### config.mk
export PLATFORM = sky130hd
export DESIGN_NAME = smoothed_sine_oscillator
export DESIGN_NICKNAME = d
export VERILOG_FILES = /design/src/design/sso_pkg.sv /design/src/design/sso_mul.sv /design/src/design/sso_sine.sv /design/src/design/smoothed_sine_oscillator.sv
export SDC_FILE = /design/constraint.sdc
export NUM_CORES = 2
export LEC_CHECK = 0
export BUFFER_PORTS_ARGS = -buffer_cell sky130_fd_sc_hd__buf_2
export CORE_UTILIZATION = 55
export CTS_CLUSTER_SIZE = 20
export DETAILED_ROUTE_END_ITERATION = 16
export GPL_TIMING_DRIVEN = 0
export PLACE_DENSITY = 0.8
export REMOVE_ABC_BUFFERS = 1
export SKIP_LAST_GASP = 1
export SYNTH_ARGS = -nofsm -noshare
export SYNTH_HDL_FRONTEND = slang
export SYNTH_SLANG_ARGS = --single-unit
### constraint.sdc
create_clock -name i_clk -period 17.65 [get_ports i_clk]
set_input_delay 4.4125 -clock i_clk [delete_from_list [all_inputs] [get_ports i_clk]]
set_output_delay 4.4125 -clock i_clk [all_outputs]
set_load 0.03 [all_outputs]
### src/design/sso_pkg.sv
`default_nettype none
package sso_pkg;

    localparam int SINE_TABLE_BITS = 8;
    localparam int SAMPLE_BITS     = 16;

    localparam int FREQ_W   = 23;
    localparam int AMP_W    = 16;
    localparam int SCALE_W  = 28;
    localparam int COEFF_W  = 16;
    localparam int PHASE_W  = 32;
    localparam int SINE_W   = 15;
    localparam int SAMPLE_W = 16;
    localparam int CFG_W    = 28;
    localparam int CFG_IDX_W = 3;

    localparam int MUL_A_W = SCALE_W;
    localparam int MUL_B_W = FREQ_W;
    localparam int PROD_W  = MUL_A_W + MUL_B_W;
    localparam int FRAC_W  = 16;
    localparam int AMP_FRAC_W = 15;

    localparam int QUARTER_LEN = 1 << (SINE_TABLE_BITS - 2);
    localparam int ROM_IDX_W   = SINE_TABLE_BITS - 1;
    localparam int POS_W       = SINE_TABLE_BITS - 2;

    localparam int MAG_W = 16;
    localparam int SAT_W = ((SAMPLE_BITS > MAG_W) ? SAMPLE_BITS : MAG_W) + 2;
    localparam logic signed [SAT_W-1:0] SAT_HI =
        SAT_W'((64'sd1 <<< (SAMPLE_BITS - 1)) - 64'sd1);
    localparam logic signed [SAT_W-1:0] SAT_LO = -SAT_HI - SAT_W'(1);

    localparam logic [FREQ_W-1:0]  RESET_FREQUENCY = FREQ_W'(112640);
    localparam logic [AMP_W-1:0]   RESET_AMPLITUDE = AMP_W'(16384);
    localparam logic [SCALE_W-1:0] RESET_SCALE     = SCALE_W'(22906492);
    localparam logic [COEFF_W-1:0] RESET_COEFF     = COEFF_W'(65399);

    localparam logic MODE_CONTROL = 1'b0;
    localparam logic MODE_TICK    = 1'b1;

    typedef enum logic [CFG_IDX_W-1:0] {
        CFG_DEFAULT_FREQUENCY = 3'd0,
        CFG_DEFAULT_AMPLITUDE = 3'd1,
        CFG_PHASE_STEP_SCALE  = 3'd2,
        CFG_FREQ_SMOOTH_COEFF = 3'd3,
        CFG_AMP_SMOOTH_COEFF  = 3'd4
    } t_cfg_index;

    typedef struct packed {
        logic              neg;
        logic [SINE_W-1:0] mag;
    } t_sine;

    typedef logic [SINE_W-1:0] t_sine_rom [0:QUARTER_LEN];

    localparam longint Q30 = 64'sd1073741824;

    // Quarter-wave sine from an odd ninth-order polynomial in Q30.
    function automatic t_sine_rom build_sine_rom();
        t_sine_rom rom;
        longint    t;
        longint    t2;
        longint    p;
        longint    s;
        longint    v;
        for (int k = 0; k <= QUARTER_LEN; k++) begin
            t  = longint'(k) <<< (32 - SINE_TABLE_BITS);
            t2 = (t * t) / Q30;
            p  = 64'sd172273;
            p  = -64'sd5026994 + (p * t2) / Q30;
            p  = 64'sd85569306 + (p * t2) / Q30;
            p  = -64'sd693598667 + (p * t2) / Q30;
            p  = 64'sd1686629713 + (p * t2) / Q30;
            s  = (t * p) / Q30;
            if (s < 0) begin
                s = 0;
            end
            v = (s * 32767 + (Q30 / 2)) / Q30;
            if (v > 32767) begin
                v = 32767;
            end
            rom[k] = SINE_W'(v);
        end
        return rom;
    endfunction

    localparam t_sine_rom SINE_ROM = build_sine_rom();

endpackage
`default_nettype wire

### src/design/sso_mul.sv
`default_nettype none
module sso_mul (
    input  wire                              i_clk,
    input  wire  [sso_pkg::MUL_A_W-1:0]      i_a,
    input  wire  [sso_pkg::MUL_B_W-1:0]      i_b,
    output logic [sso_pkg::PROD_W-1:0]       o_prod
);

    logic [sso_pkg::PROD_W-1:0] r_prod;

    always_ff @(posedge i_clk) begin
        r_prod <= sso_pkg::PROD_W'(i_a) * sso_pkg::PROD_W'(i_b);
    end

    assign o_prod = r_prod;

endmodule
`default_nettype wire

### src/design/sso_sine.sv
`default_nettype none
module sso_sine (
    input  wire                                  i_clk,
    input  wire  [sso_pkg::SINE_TABLE_BITS-1:0]  i_index,
    output sso_pkg::t_sine                       o_sine
);

    logic [1:0]                      w_quad;
    logic [sso_pkg::POS_W-1:0]       w_pos;
    logic [sso_pkg::ROM_IDX_W-1:0]   w_rom_idx;
    sso_pkg::t_sine                  r_sine;

    localparam logic [sso_pkg::ROM_IDX_W-1:0] QUARTER_IDX =
        sso_pkg::ROM_IDX_W'(sso_pkg::QUARTER_LEN);

    assign w_quad = i_index[sso_pkg::SINE_TABLE_BITS-1 -: 2];
    assign w_pos  = i_index[sso_pkg::POS_W-1:0];

    always_comb begin
        if (w_quad[0]) begin
            w_rom_idx = QUARTER_IDX - {1'b0, w_pos};
        end else begin
            w_rom_idx = {1'b0, w_pos};
        end
    end

    always_ff @(posedge i_clk) begin
        r_sine.neg <= w_quad[1];
        r_sine.mag <= sso_pkg::SINE_ROM[w_rom_idx];
    end

    assign o_sine = r_sine;

endmodule
`default_nettype wire

### src/design/smoothed_sine_oscillator.sv
// A control item is taken without making the block busy and gives no result.
// A tick item occupies the shared multiplier for four products in a row and
// its sample is loaded into the output register as the block leaves ST_OUT.
// ST_OUT holds while the output stalls; controls are taken every cycle when idle.
// Synchronous active-low reset restores the register defaults, both goals and
// current values, and clears the phase, the phase step and the output register.
`default_nettype none
module smoothed_sine_oscillator (
    input  wire                                i_clk,
    input  wire                                i_rst_n,
    input  wire                                i_valid,
    output logic                               o_stall,
    input  wire                                i_mode,
    input  wire                                i_freq_connected,
    input  wire  [sso_pkg::FREQ_W-1:0]         i_target_frequency,
    input  wire                                i_amp_connected,
    input  wire  [sso_pkg::AMP_W-1:0]          i_target_amplitude,
    output logic                               o_valid,
    input  wire                                i_stall,
    output logic [sso_pkg::SAMPLE_W-1:0]       o_sample,
    input  wire                                i_cfg_we,
    input  wire  [sso_pkg::CFG_IDX_W-1:0]      i_cfg_index,
    input  wire  [sso_pkg::CFG_W-1:0]          i_cfg_data
);

    typedef enum logic [2:0] {
        ST_IDLE,
        ST_FUPD,
        ST_PMUL,
        ST_SMUL,
        ST_OUT
    } t_state;

    t_state r_state;

    logic [sso_pkg::FREQ_W-1:0]   r_def_freq;
    logic [sso_pkg::AMP_W-1:0]    r_def_amp;
    logic [sso_pkg::SCALE_W-1:0]  r_scale;
    logic [sso_pkg::COEFF_W-1:0]  r_freq_coeff;
    logic [sso_pkg::COEFF_W-1:0]  r_amp_coeff;

    logic [sso_pkg::FREQ_W-1:0]   r_cur_freq;
    logic [sso_pkg::FREQ_W-1:0]   r_goal_freq;
    logic [sso_pkg::AMP_W-1:0]    r_cur_amp;
    logic [sso_pkg::AMP_W-1:0]    r_goal_amp;
    logic [sso_pkg::PHASE_W-1:0]  r_phase_acc;
    logic [sso_pkg::PHASE_W-1:0]  r_phase_step;

    logic                         r_out_valid;
    logic [sso_pkg::SAMPLE_W-1:0] r_sample;

    logic                         w_freq_ge;
    logic                         w_amp_ge;
    logic [sso_pkg::FREQ_W-1:0]   w_freq_dist;
    logic [sso_pkg::AMP_W-1:0]    w_amp_dist;
    logic [sso_pkg::MUL_A_W-1:0]  w_mul_a;
    logic [sso_pkg::MUL_B_W-1:0]  w_mul_b;
    logic [sso_pkg::PROD_W-1:0]   w_prod;
    sso_pkg::t_sine               w_sine;

    logic [sso_pkg::FREQ_W-1:0]   w_freq_p;
    logic [sso_pkg::AMP_W-1:0]    w_amp_p;
    logic [sso_pkg::MAG_W-1:0]    w_mag;
    logic signed [sso_pkg::SAT_W-1:0] w_val;
    logic signed [sso_pkg::SAT_W-1:0] w_sat;

    logic [sso_pkg::FREQ_W-1:0]   n_cur_freq;
    logic [sso_pkg::AMP_W-1:0]    n_cur_amp;
    logic [sso_pkg::SAMPLE_W-1:0] n_sample;

    logic w_in_take;
    logic w_out_free;

    sso_mul u_mul (
        .i_clk  (i_clk),
        .i_a    (w_mul_a),
        .i_b    (w_mul_b),
        .o_prod (w_prod)
    );

    sso_sine u_sine (
        .i_clk   (i_clk),
        .i_index (r_phase_acc[sso_pkg::PHASE_W-1 -: sso_pkg::SINE_TABLE_BITS]),
        .o_sine  (w_sine)
    );

    assign w_freq_ge   = (r_cur_freq >= r_goal_freq);
    assign w_amp_ge    = (r_cur_amp >= r_goal_amp);
    assign w_freq_dist = w_freq_ge ? (r_cur_freq - r_goal_freq) : (r_goal_freq - r_cur_freq);
    assign w_amp_dist  = w_amp_ge ? (r_cur_amp - r_goal_amp) : (r_goal_amp - r_cur_amp);

    always_comb begin
        case (r_state)
            ST_IDLE: begin
                w_mul_a = sso_pkg::MUL_A_W'(r_freq_coeff);
                w_mul_b = w_freq_dist;
            end
            ST_FUPD: begin
                w_mul_a = sso_pkg::MUL_A_W'(r_amp_coeff);
                w_mul_b = sso_pkg::MUL_B_W'(w_amp_dist);
            end
            ST_PMUL: begin
                w_mul_a = r_scale;
                w_mul_b = r_cur_freq;
            end
            ST_SMUL, ST_OUT: begin
                w_mul_a = sso_pkg::MUL_A_W'(r_cur_amp);
                w_mul_b = sso_pkg::MUL_B_W'(w_sine.mag);
            end
            default: begin
                w_mul_a = '0;
                w_mul_b = '0;
            end
        endcase
    end

    assign w_freq_p = w_prod[sso_pkg::FRAC_W +: sso_pkg::FREQ_W];
    assign w_amp_p  = w_prod[sso_pkg::FRAC_W +: sso_pkg::AMP_W];
    assign w_mag    = w_prod[sso_pkg::AMP_FRAC_W +: sso_pkg::MAG_W];

    assign n_cur_freq = w_freq_ge ? (r_goal_freq + w_freq_p) : (r_goal_freq - w_freq_p);
    assign n_cur_amp  = w_amp_ge ? (r_goal_amp + w_amp_p) : (r_goal_amp - w_amp_p);

    always_comb begin
        if (w_sine.neg) begin
            w_val = -signed'(sso_pkg::SAT_W'(w_mag));
        end else begin
            w_val = signed'(sso_pkg::SAT_W'(w_mag));
        end
        if (w_val > sso_pkg::SAT_HI) begin
            w_sat = sso_pkg::SAT_HI;
        end else if (w_val < sso_pkg::SAT_LO) begin
            w_sat = sso_pkg::SAT_LO;
        end else begin
            w_sat = w_val;
        end
        n_sample = w_sat[sso_pkg::SAMPLE_W-1:0];
    end

    assign w_in_take  = i_valid && (r_state == ST_IDLE);
    assign w_out_free = !r_out_valid || !i_stall;

    always_ff @(posedge i_clk) begin
        if (!i_rst_n) begin
            r_state      <= ST_IDLE;
            r_def_freq   <= sso_pkg::RESET_FREQUENCY;
            r_def_amp    <= sso_pkg::RESET_AMPLITUDE;
            r_scale      <= sso_pkg::RESET_SCALE;
            r_freq_coeff <= sso_pkg::RESET_COEFF;
            r_amp_coeff  <= sso_pkg::RESET_COEFF;
            r_cur_freq   <= sso_pkg::RESET_FREQUENCY;
            r_goal_freq  <= sso_pkg::RESET_FREQUENCY;
            r_cur_amp    <= sso_pkg::RESET_AMPLITUDE;
            r_goal_amp   <= sso_pkg::RESET_AMPLITUDE;
            r_phase_acc  <= '0;
            r_phase_step <= '0;
            r_out_valid  <= 1'b0;
            r_sample     <= '0;
        end else begin
            if (i_cfg_we) begin
                case (i_cfg_index)
                    sso_pkg::CFG_DEFAULT_FREQUENCY: r_def_freq   <= i_cfg_data[sso_pkg::FREQ_W-1:0];
                    sso_pkg::CFG_DEFAULT_AMPLITUDE: r_def_amp    <= i_cfg_data[sso_pkg::AMP_W-1:0];
                    sso_pkg::CFG_PHASE_STEP_SCALE:  r_scale      <= i_cfg_data[sso_pkg::SCALE_W-1:0];
                    sso_pkg::CFG_FREQ_SMOOTH_COEFF: r_freq_coeff <= i_cfg_data[sso_pkg::COEFF_W-1:0];
                    sso_pkg::CFG_AMP_SMOOTH_COEFF:  r_amp_coeff  <= i_cfg_data[sso_pkg::COEFF_W-1:0];
                    default: ;
                endcase
            end

            if ((r_state == ST_OUT) && w_out_free) begin
                r_out_valid <= 1'b1;
            end else if (r_out_valid && !i_stall) begin
                r_out_valid <= 1'b0;
            end

            case (r_state)
                ST_IDLE: begin
                    if (w_in_take) begin
                        if (i_mode == sso_pkg::MODE_TICK) begin
                            r_state <= ST_FUPD;
                        end else begin
                            r_goal_freq <= i_freq_connected ? i_target_frequency : r_def_freq;
                            r_goal_amp  <= i_amp_connected ? i_target_amplitude : r_def_amp;
                        end
                    end
                end
                ST_FUPD: begin
                    r_cur_freq <= n_cur_freq;
                    r_state    <= ST_PMUL;
                end
                ST_PMUL: begin
                    r_cur_amp <= n_cur_amp;
                    r_state   <= ST_SMUL;
                end
                ST_SMUL: begin
                    r_phase_step <= w_prod[sso_pkg::FRAC_W +: sso_pkg::PHASE_W];
                    r_state      <= ST_OUT;
                end
                ST_OUT: begin
                    if (w_out_free) begin
                        r_sample    <= n_sample;
                        r_phase_acc <= r_phase_acc + r_phase_step;
                        r_state     <= ST_IDLE;
                    end
                end
                default: begin
                    r_state <= ST_IDLE;
                end
            endcase
        end
    end

    assign o_stall  = (r_state != ST_IDLE);
    assign o_valid  = r_out_valid;
    assign o_sample = r_sample;

endmodule
`default_nettype wire

======== Word-level counts from Yosys, hierarchy flattened ========
Memories as Yosys holds them, arrays and structs flattened. A register that Yosys moved wholly into a read port is not among the register bits.
Cells that the tools add are included.
storage, ports and cells
  register bits ........................... 310
  bits in read-only memories .............. 1920
  memories ................................ 1
cells by class
  $add $sub $neg .......................... 11
  multiply operators ...................... 1
  $lt $le $gt $ge ......................... 4
  equality and inequality tests ........... 11
  multiplexer cells ....................... 18
  bitwise operators ....................... 2
  reduce and logical (&&, ||, !) cells .... 19
memory list
  memory           words  width  read ports  clocked after memory_dff  write ports  RTL line        RTL
  (no name shown)  128    15     1           1                         0            sso_sine.sv:29  r_sine.mag <= sso_pkg::SINE_ROM[w_rom_idx];
operators by type and width
  operator                                                       number
  case mux 28 bit (4 select lines)                               1
  case mux 23 bit (4 select lines)                               1
  2-to-1 mux 16 bit                                              5
  2-to-1 mux 23 bit                                              3
  subtractor 23 bit                                              3
  multiplier 28 x 23 -> 48 bit                                   1
  subtractor 16 bit                                              3
  adder 32 bit                                                   1
  adder 23 bit                                                   1
  >= comparator 23 bit                                           1
  > comparator 18 x 16 -> 1 bit (second input constant)          1
  less-than comparator 18 x 16 -> 1 bit (second input constant)  1
  2-to-1 mux 18 bit                                              1
  negation 16 -> 18 bit                                          1
  adder 16 bit                                                   1
  >= comparator 16 bit                                           1
  case mux 3 bit (5 select lines)                                1
  == test 3 x 2 -> 1 bit (second input constant)                 4
  AND reduction 2 bit                                            6
  2-to-1 mux 3 bit                                               3
  inverter 7 -> 8 bit                                            1
  2-to-1 mux 7 bit                                               1
  subtractor 7 x 6 -> 7 bit (first input constant)               1
  == test 3 x 1 -> 1 bit (second input constant)                 2
  other kinds (12)                                               21

======== Depth between registers and ports, before layout ========
  depth after elaboration ................. 5
  depth in mapped cells ................... 44
  depth with buffers taken out ............ 43

======== Cells and area by module ========
A second synthesis with hierarchy kept.
second synthesis, totals
  cell total of the unflattened synthesis .. 5249
  area, all modules ....................... 43350.3 um^2
modules (own cells, without submodules)
  module                    instances  cells each  area each (um^2)  sequential area each (um^2)
  sso_mul                   1          2421        21793.4           1021.0
  smoothed_sine_oscillator  1          2523        19403.6           5225.0
  sso_sine                  1          305         2153.3            320.3

======== Worst setup path after synthesis ========
No wires, ideal clock.
  path kind ............................... flip-flop to flip-flop
  start ................................... reg r_cur_freq[20] (netlist name)
  end ..................................... reg u_mul.r_prod, in the netlist u_mul.o_prod[41]
  arrival time ............................ 9.858 ns
  setup slack ............................. 7.669 ns
  stages on the path, launching flop included .. 41
  path buffers ............................ 5
  period minus slack after synthesis ...... 9.981 ns
  cells stage by stage .................... dfxtp_1 > clkbuf_1 > inv_1 > ha_1 > buf_2 > nand4_2 > o22ai_1 > a211oi_2 > o221ai_1 > nor2_1 > buf_2 > clkbuf_1 > nand3_1 > o21ai_0 > xnor2_1 > a22oi_1 > o21ai_1 > clkbuf_1 > (+5 left out) > inv_1 > fa_1 > fa_1 > inv_1 > fa_1 > inv_1 > ha_1 > a21o_1 > a21o_1 > a21oi_1 > o22ai_1 > or4_1 > o21ba_2 > a311oi_4 > o211ai_2 > a31oi_2 > o21bai_1 > xor2_1
on the way
  longest elaborated chain between the ends .. 4
ends and longest elaborated chain
  what                                                       RTL line                                                        RTL
  start: declaration                                         smoothed_sine_oscillator.sv:42                                  logic [sso_pkg::FREQ_W-1:0] r_cur_freq;
  start signal: assignment                                   smoothed_sine_oscillator.sv:151                                 r_cur_freq <= sso_pkg::RESET_FREQUENCY;
  start signal: assignment                                   smoothed_sine_oscillator.sv:189                                 r_cur_freq <= n_cur_freq;
  subtractor 23 bit or >= comparator 23 bit (tied branches)  smoothed_sine_oscillator.sv:89, smoothed_sine_oscillator.sv:87
  2-to-1 mux 23 bit                                          smoothed_sine_oscillator.sv:89                                  assign w_freq_dist = w_freq_ge ? (r_cur_freq - r_goal_freq) : (r_goal_freq - r_cur_freq);
  case mux 23 bit (4 select lines) (*)                       smoothed_sine_oscillator.sv:93                                  case (r_state)
  multiplier 28 x 23 -> 48 bit (*)                           sso_mul.sv:12                                                   r_prod <= sso_pkg::PROD_W'(i_a) * sso_pkg::PROD_W'(i_b);
  end signal: assignment                                     sso_mul.sv:12
  end: declaration                                           sso_mul.sv:9                                                    logic [sso_pkg::PROD_W-1:0] r_prod;
Every way passes the cells marked *; elsewhere a longest branch is shown, timed or not.
A chain may end at the register's enable or synchronous reset.

======== Final worst setup path ========
Same ends and word-level chain as after synthesis.

==> flow_summary.ini <==
[finish]
seqCellArea_sq_mm = 0.00621
fin_area_sq_mm = 0.0434
fillCellCount = 6156
multi_input_area_sq_mm = 0.0306
syn_to_final_growth_pct = 6.95
drive_gt1_share_pct = 6.04
final_cells = 5931
final_core_util_pct = 59.5
nets = 5884

[worst_setup_path]
cp.arrival_ns = 12.81
path_max_fanout = 31
cp_slowest_cell = o21ai_1
slowest_delay_ns = 1.08
crit_type = reg2reg
crit_required_ns = 18.07
cp_common_cell = fa_1
start_kind = flop
cp-end-kind = flop

[route]
ant_nets = 0
dr.pass1.iters = 6
vias = 36000
dr.first_iter.drc_count = 3819
drc = 0
vias_per_cell = 6.06
wl_per_cell_um = 21.3
drt_wl_total_um = 127000

[sta]
slew_headroom_pct = -4.20
final_max_slew_viol_count = 42
final.setup.tns_ns = 0
clock.fmax_mhz = 80.7
worst_slew_pin_slew_ns = 1.56
layout_min_cycle_time_ns = 12.39
min_period_over_period_pct = 70.2
rsz0062_at_grt = false
hold_viol_final = 0
finClkSkew_ns = 0.0218
setup_viol = 0

[floorplan]
row_count = 99
io_pins = 96
core_area_sq_mm = 0.0730
dieWidth_um = 274
start_util_pct = 55.6
die_area_sq_mm = 0.0748
die_y_um = 274

[clocking]
cts_buffers = 35
clk_pin_slew_worst_paths_ns = 0.07
clkLatencyLatePin_ns = 0.56
cts_setup_buffers = 0
ctsResizeCount = 0
clock_tree.buffer_depth = 3
cts_hold_buf = 0
cts_tree = built
cts.sinks = 310
cts_root_buf = clkbuf_16
h-tree-depth = 2

[grt]
antenna_found_initial = 3
grt.overflow.total = 0
grtUsageTotal_pct = 34.1
grt_pass1_vias = 36200
grt_max_degree = 109
grt_pass1_wl_um = 199000

[synthesis]
ys_types = 86
ys_warn_count = 0
synth_area_sq_mm = 0.0406
syn_avg_cell_area_sq_um = 8.03
ys_ff_latch = 310
synthCells = 5049
synth-main-ff-cell = dfxtp_1
seq_area_frac_synth_pct = 15.3
async_flop_share_pct = 0
synth_edf_count = 0

[place]
dpl_cell_area_sq_mm = 0.0421
place_inst = 5864
dp.final_hpwl_um = 96300
place_congestion = 1.00
portBuffers = 95

[run]
max_cap_violations = 4

[status]
status = finished, violations left
violations = max-capacitance violations, max-slew violations

[min_path]
hold_path_class = reg2reg
cells in the mapped netlist (56+ instances only):
cell type	number	share of area, %
inv_1	775	7.2
o21ai_0	145	1.8
nand2b_1	60	0.93
nand2_1	859	7.9
dfxtp_1	310	15
nor2_1	393	3.6
a21o_1	80	1.5
fa_1	547	27
xnor2_1	123	2.7
a21oi_1	343	4.2
nand3_1	123	1.5
clkbuf_1	213	2.0
a211oi_1	56	1.0
ha_1	314	9.7
xor2_1	56	1.2
final timing paths:
path                                     to                    startpoint  slack (ns)  cells past startpoint
setup reg to reg   u_mul.o_prod[41]$_DFF_P_   r_cur_freq[20]$_SDFFE_PN0P_        5.26                     32
hold / removal    u_sine.o_sine[15]$_DFF_P_  r_phase_acc[31]$_SDFFE_PN0P_        0.36                      0
hold reg to reg   u_sine.o_sine[15]$_DFF_P_  r_phase_acc[31]$_SDFFE_PN0P_        0.36                      0
setup / recovery   u_mul.o_prod[41]$_DFF_P_   r_cur_freq[20]$_SDFFE_PN0P_        5.26                     32
through the flow:
stage                     setup slack (ns)  hold slack (ns)
after floorplan                       6.65            0.339
after global placement                2.48            0.356
after detailed placement              5.39            0.361
after CTS                             5.34            0.363
after global routing                  4.90            0.378
final                                 5.26            0.360
routing by layer:
metal  global-route usage (%)  wire (um)  vias up  share of wire, %
met5                        0          8        -            0.0063
met4                     18.2       8000        2               6.3
met3                     7.83      14700      481                12
met2                     53.9      56200     2152                44
met1                     43.4      47600    17300                38
li1                         -          -    16000                 -
cells by family (layout without fill, tap and decap cells):
kind of cell,Yosys count,count (layout),synth area share (%)
AND/OR/NAND/NOR,1685,1685,18.0
buffers and inverters,1054,976,9.94
AO/OA/AOI/OAI,887,887,13.9
adder cells (fa/ha/maj),861,861,36.7
flip-flops,310,310,15.3
XOR/XNOR,179,179,3.86
multiplexers,73,73,2.36
other,0,1,0
cell usage in the layout, fill, tap and decap left out, types with 12 or more instances in the layout:
cell	n
o21bai_1	42
nand2_1	858
fa_1	547
and3_1	23
mux4_2	18
o21a_1	13
buf_16	12
and2_1	24
or2_2	13
xnor2_1	120
a21o_1	80
a21oi_1	336
o21ai_0	144
ha_1	314
inv_1	774
o211ai_1	34
a22oi_1	15
nor2b_1	33
xor2_1	54
mux2i_1	53
nand3_1	123
nand2b_1	60
a31oi_1	25
or3_1	22
buf_2	94
a211oi_1	56
clkbuf_16	37
nor2_1	390
nand4_1	44
nor3_1	45
dfxtp_1	307
nor4_1	12
flip-flops by register name, summed over array words and instances (netlist names):
register       count
o_sample          16
o_valid            1
r_amp_coeff       16
r_cur_amp         16
r_cur_freq        23
r_def_amp         16
r_def_freq        23
r_freq_coeff      16
r_goal_amp        16
r_goal_freq       23
r_phase_acc       32
r_phase_step      32
r_scale           28
r_state            3
u_mul.o_prod      33
u_sine.o_sine     16
worst max-delay path, delay by kind of cell (launching register included):
| family | cells | cell delay [ns] |
|---|---|---|
| AO/OA/AOI/OAI | 14 | 4.39 |
| adder cells (fa/ha/maj) | 9 | 3.67 |
| AND/OR/NAND/NOR | 6 | 3.02 |
| flip-flops | 1 | 0.77 |
| XOR/XNOR | 2 | 0.27 |
| buffers and inverters | 1 | 0.10 |
cell type report:
type,count,area share [%]
multi-input cells,3685,70.5
flip-flops and latches,310,14.3
inverters,775,6.72
repair buffers,138,2.79
well taps,959,2.77
clock buffers,43,2.26
clock inverters,20,0.652
diodes,1,0.00577
Power is left out: the tool's default activity adds up to more than one toggle a clock period on the data nets, which glitch-free logic cannot reach.
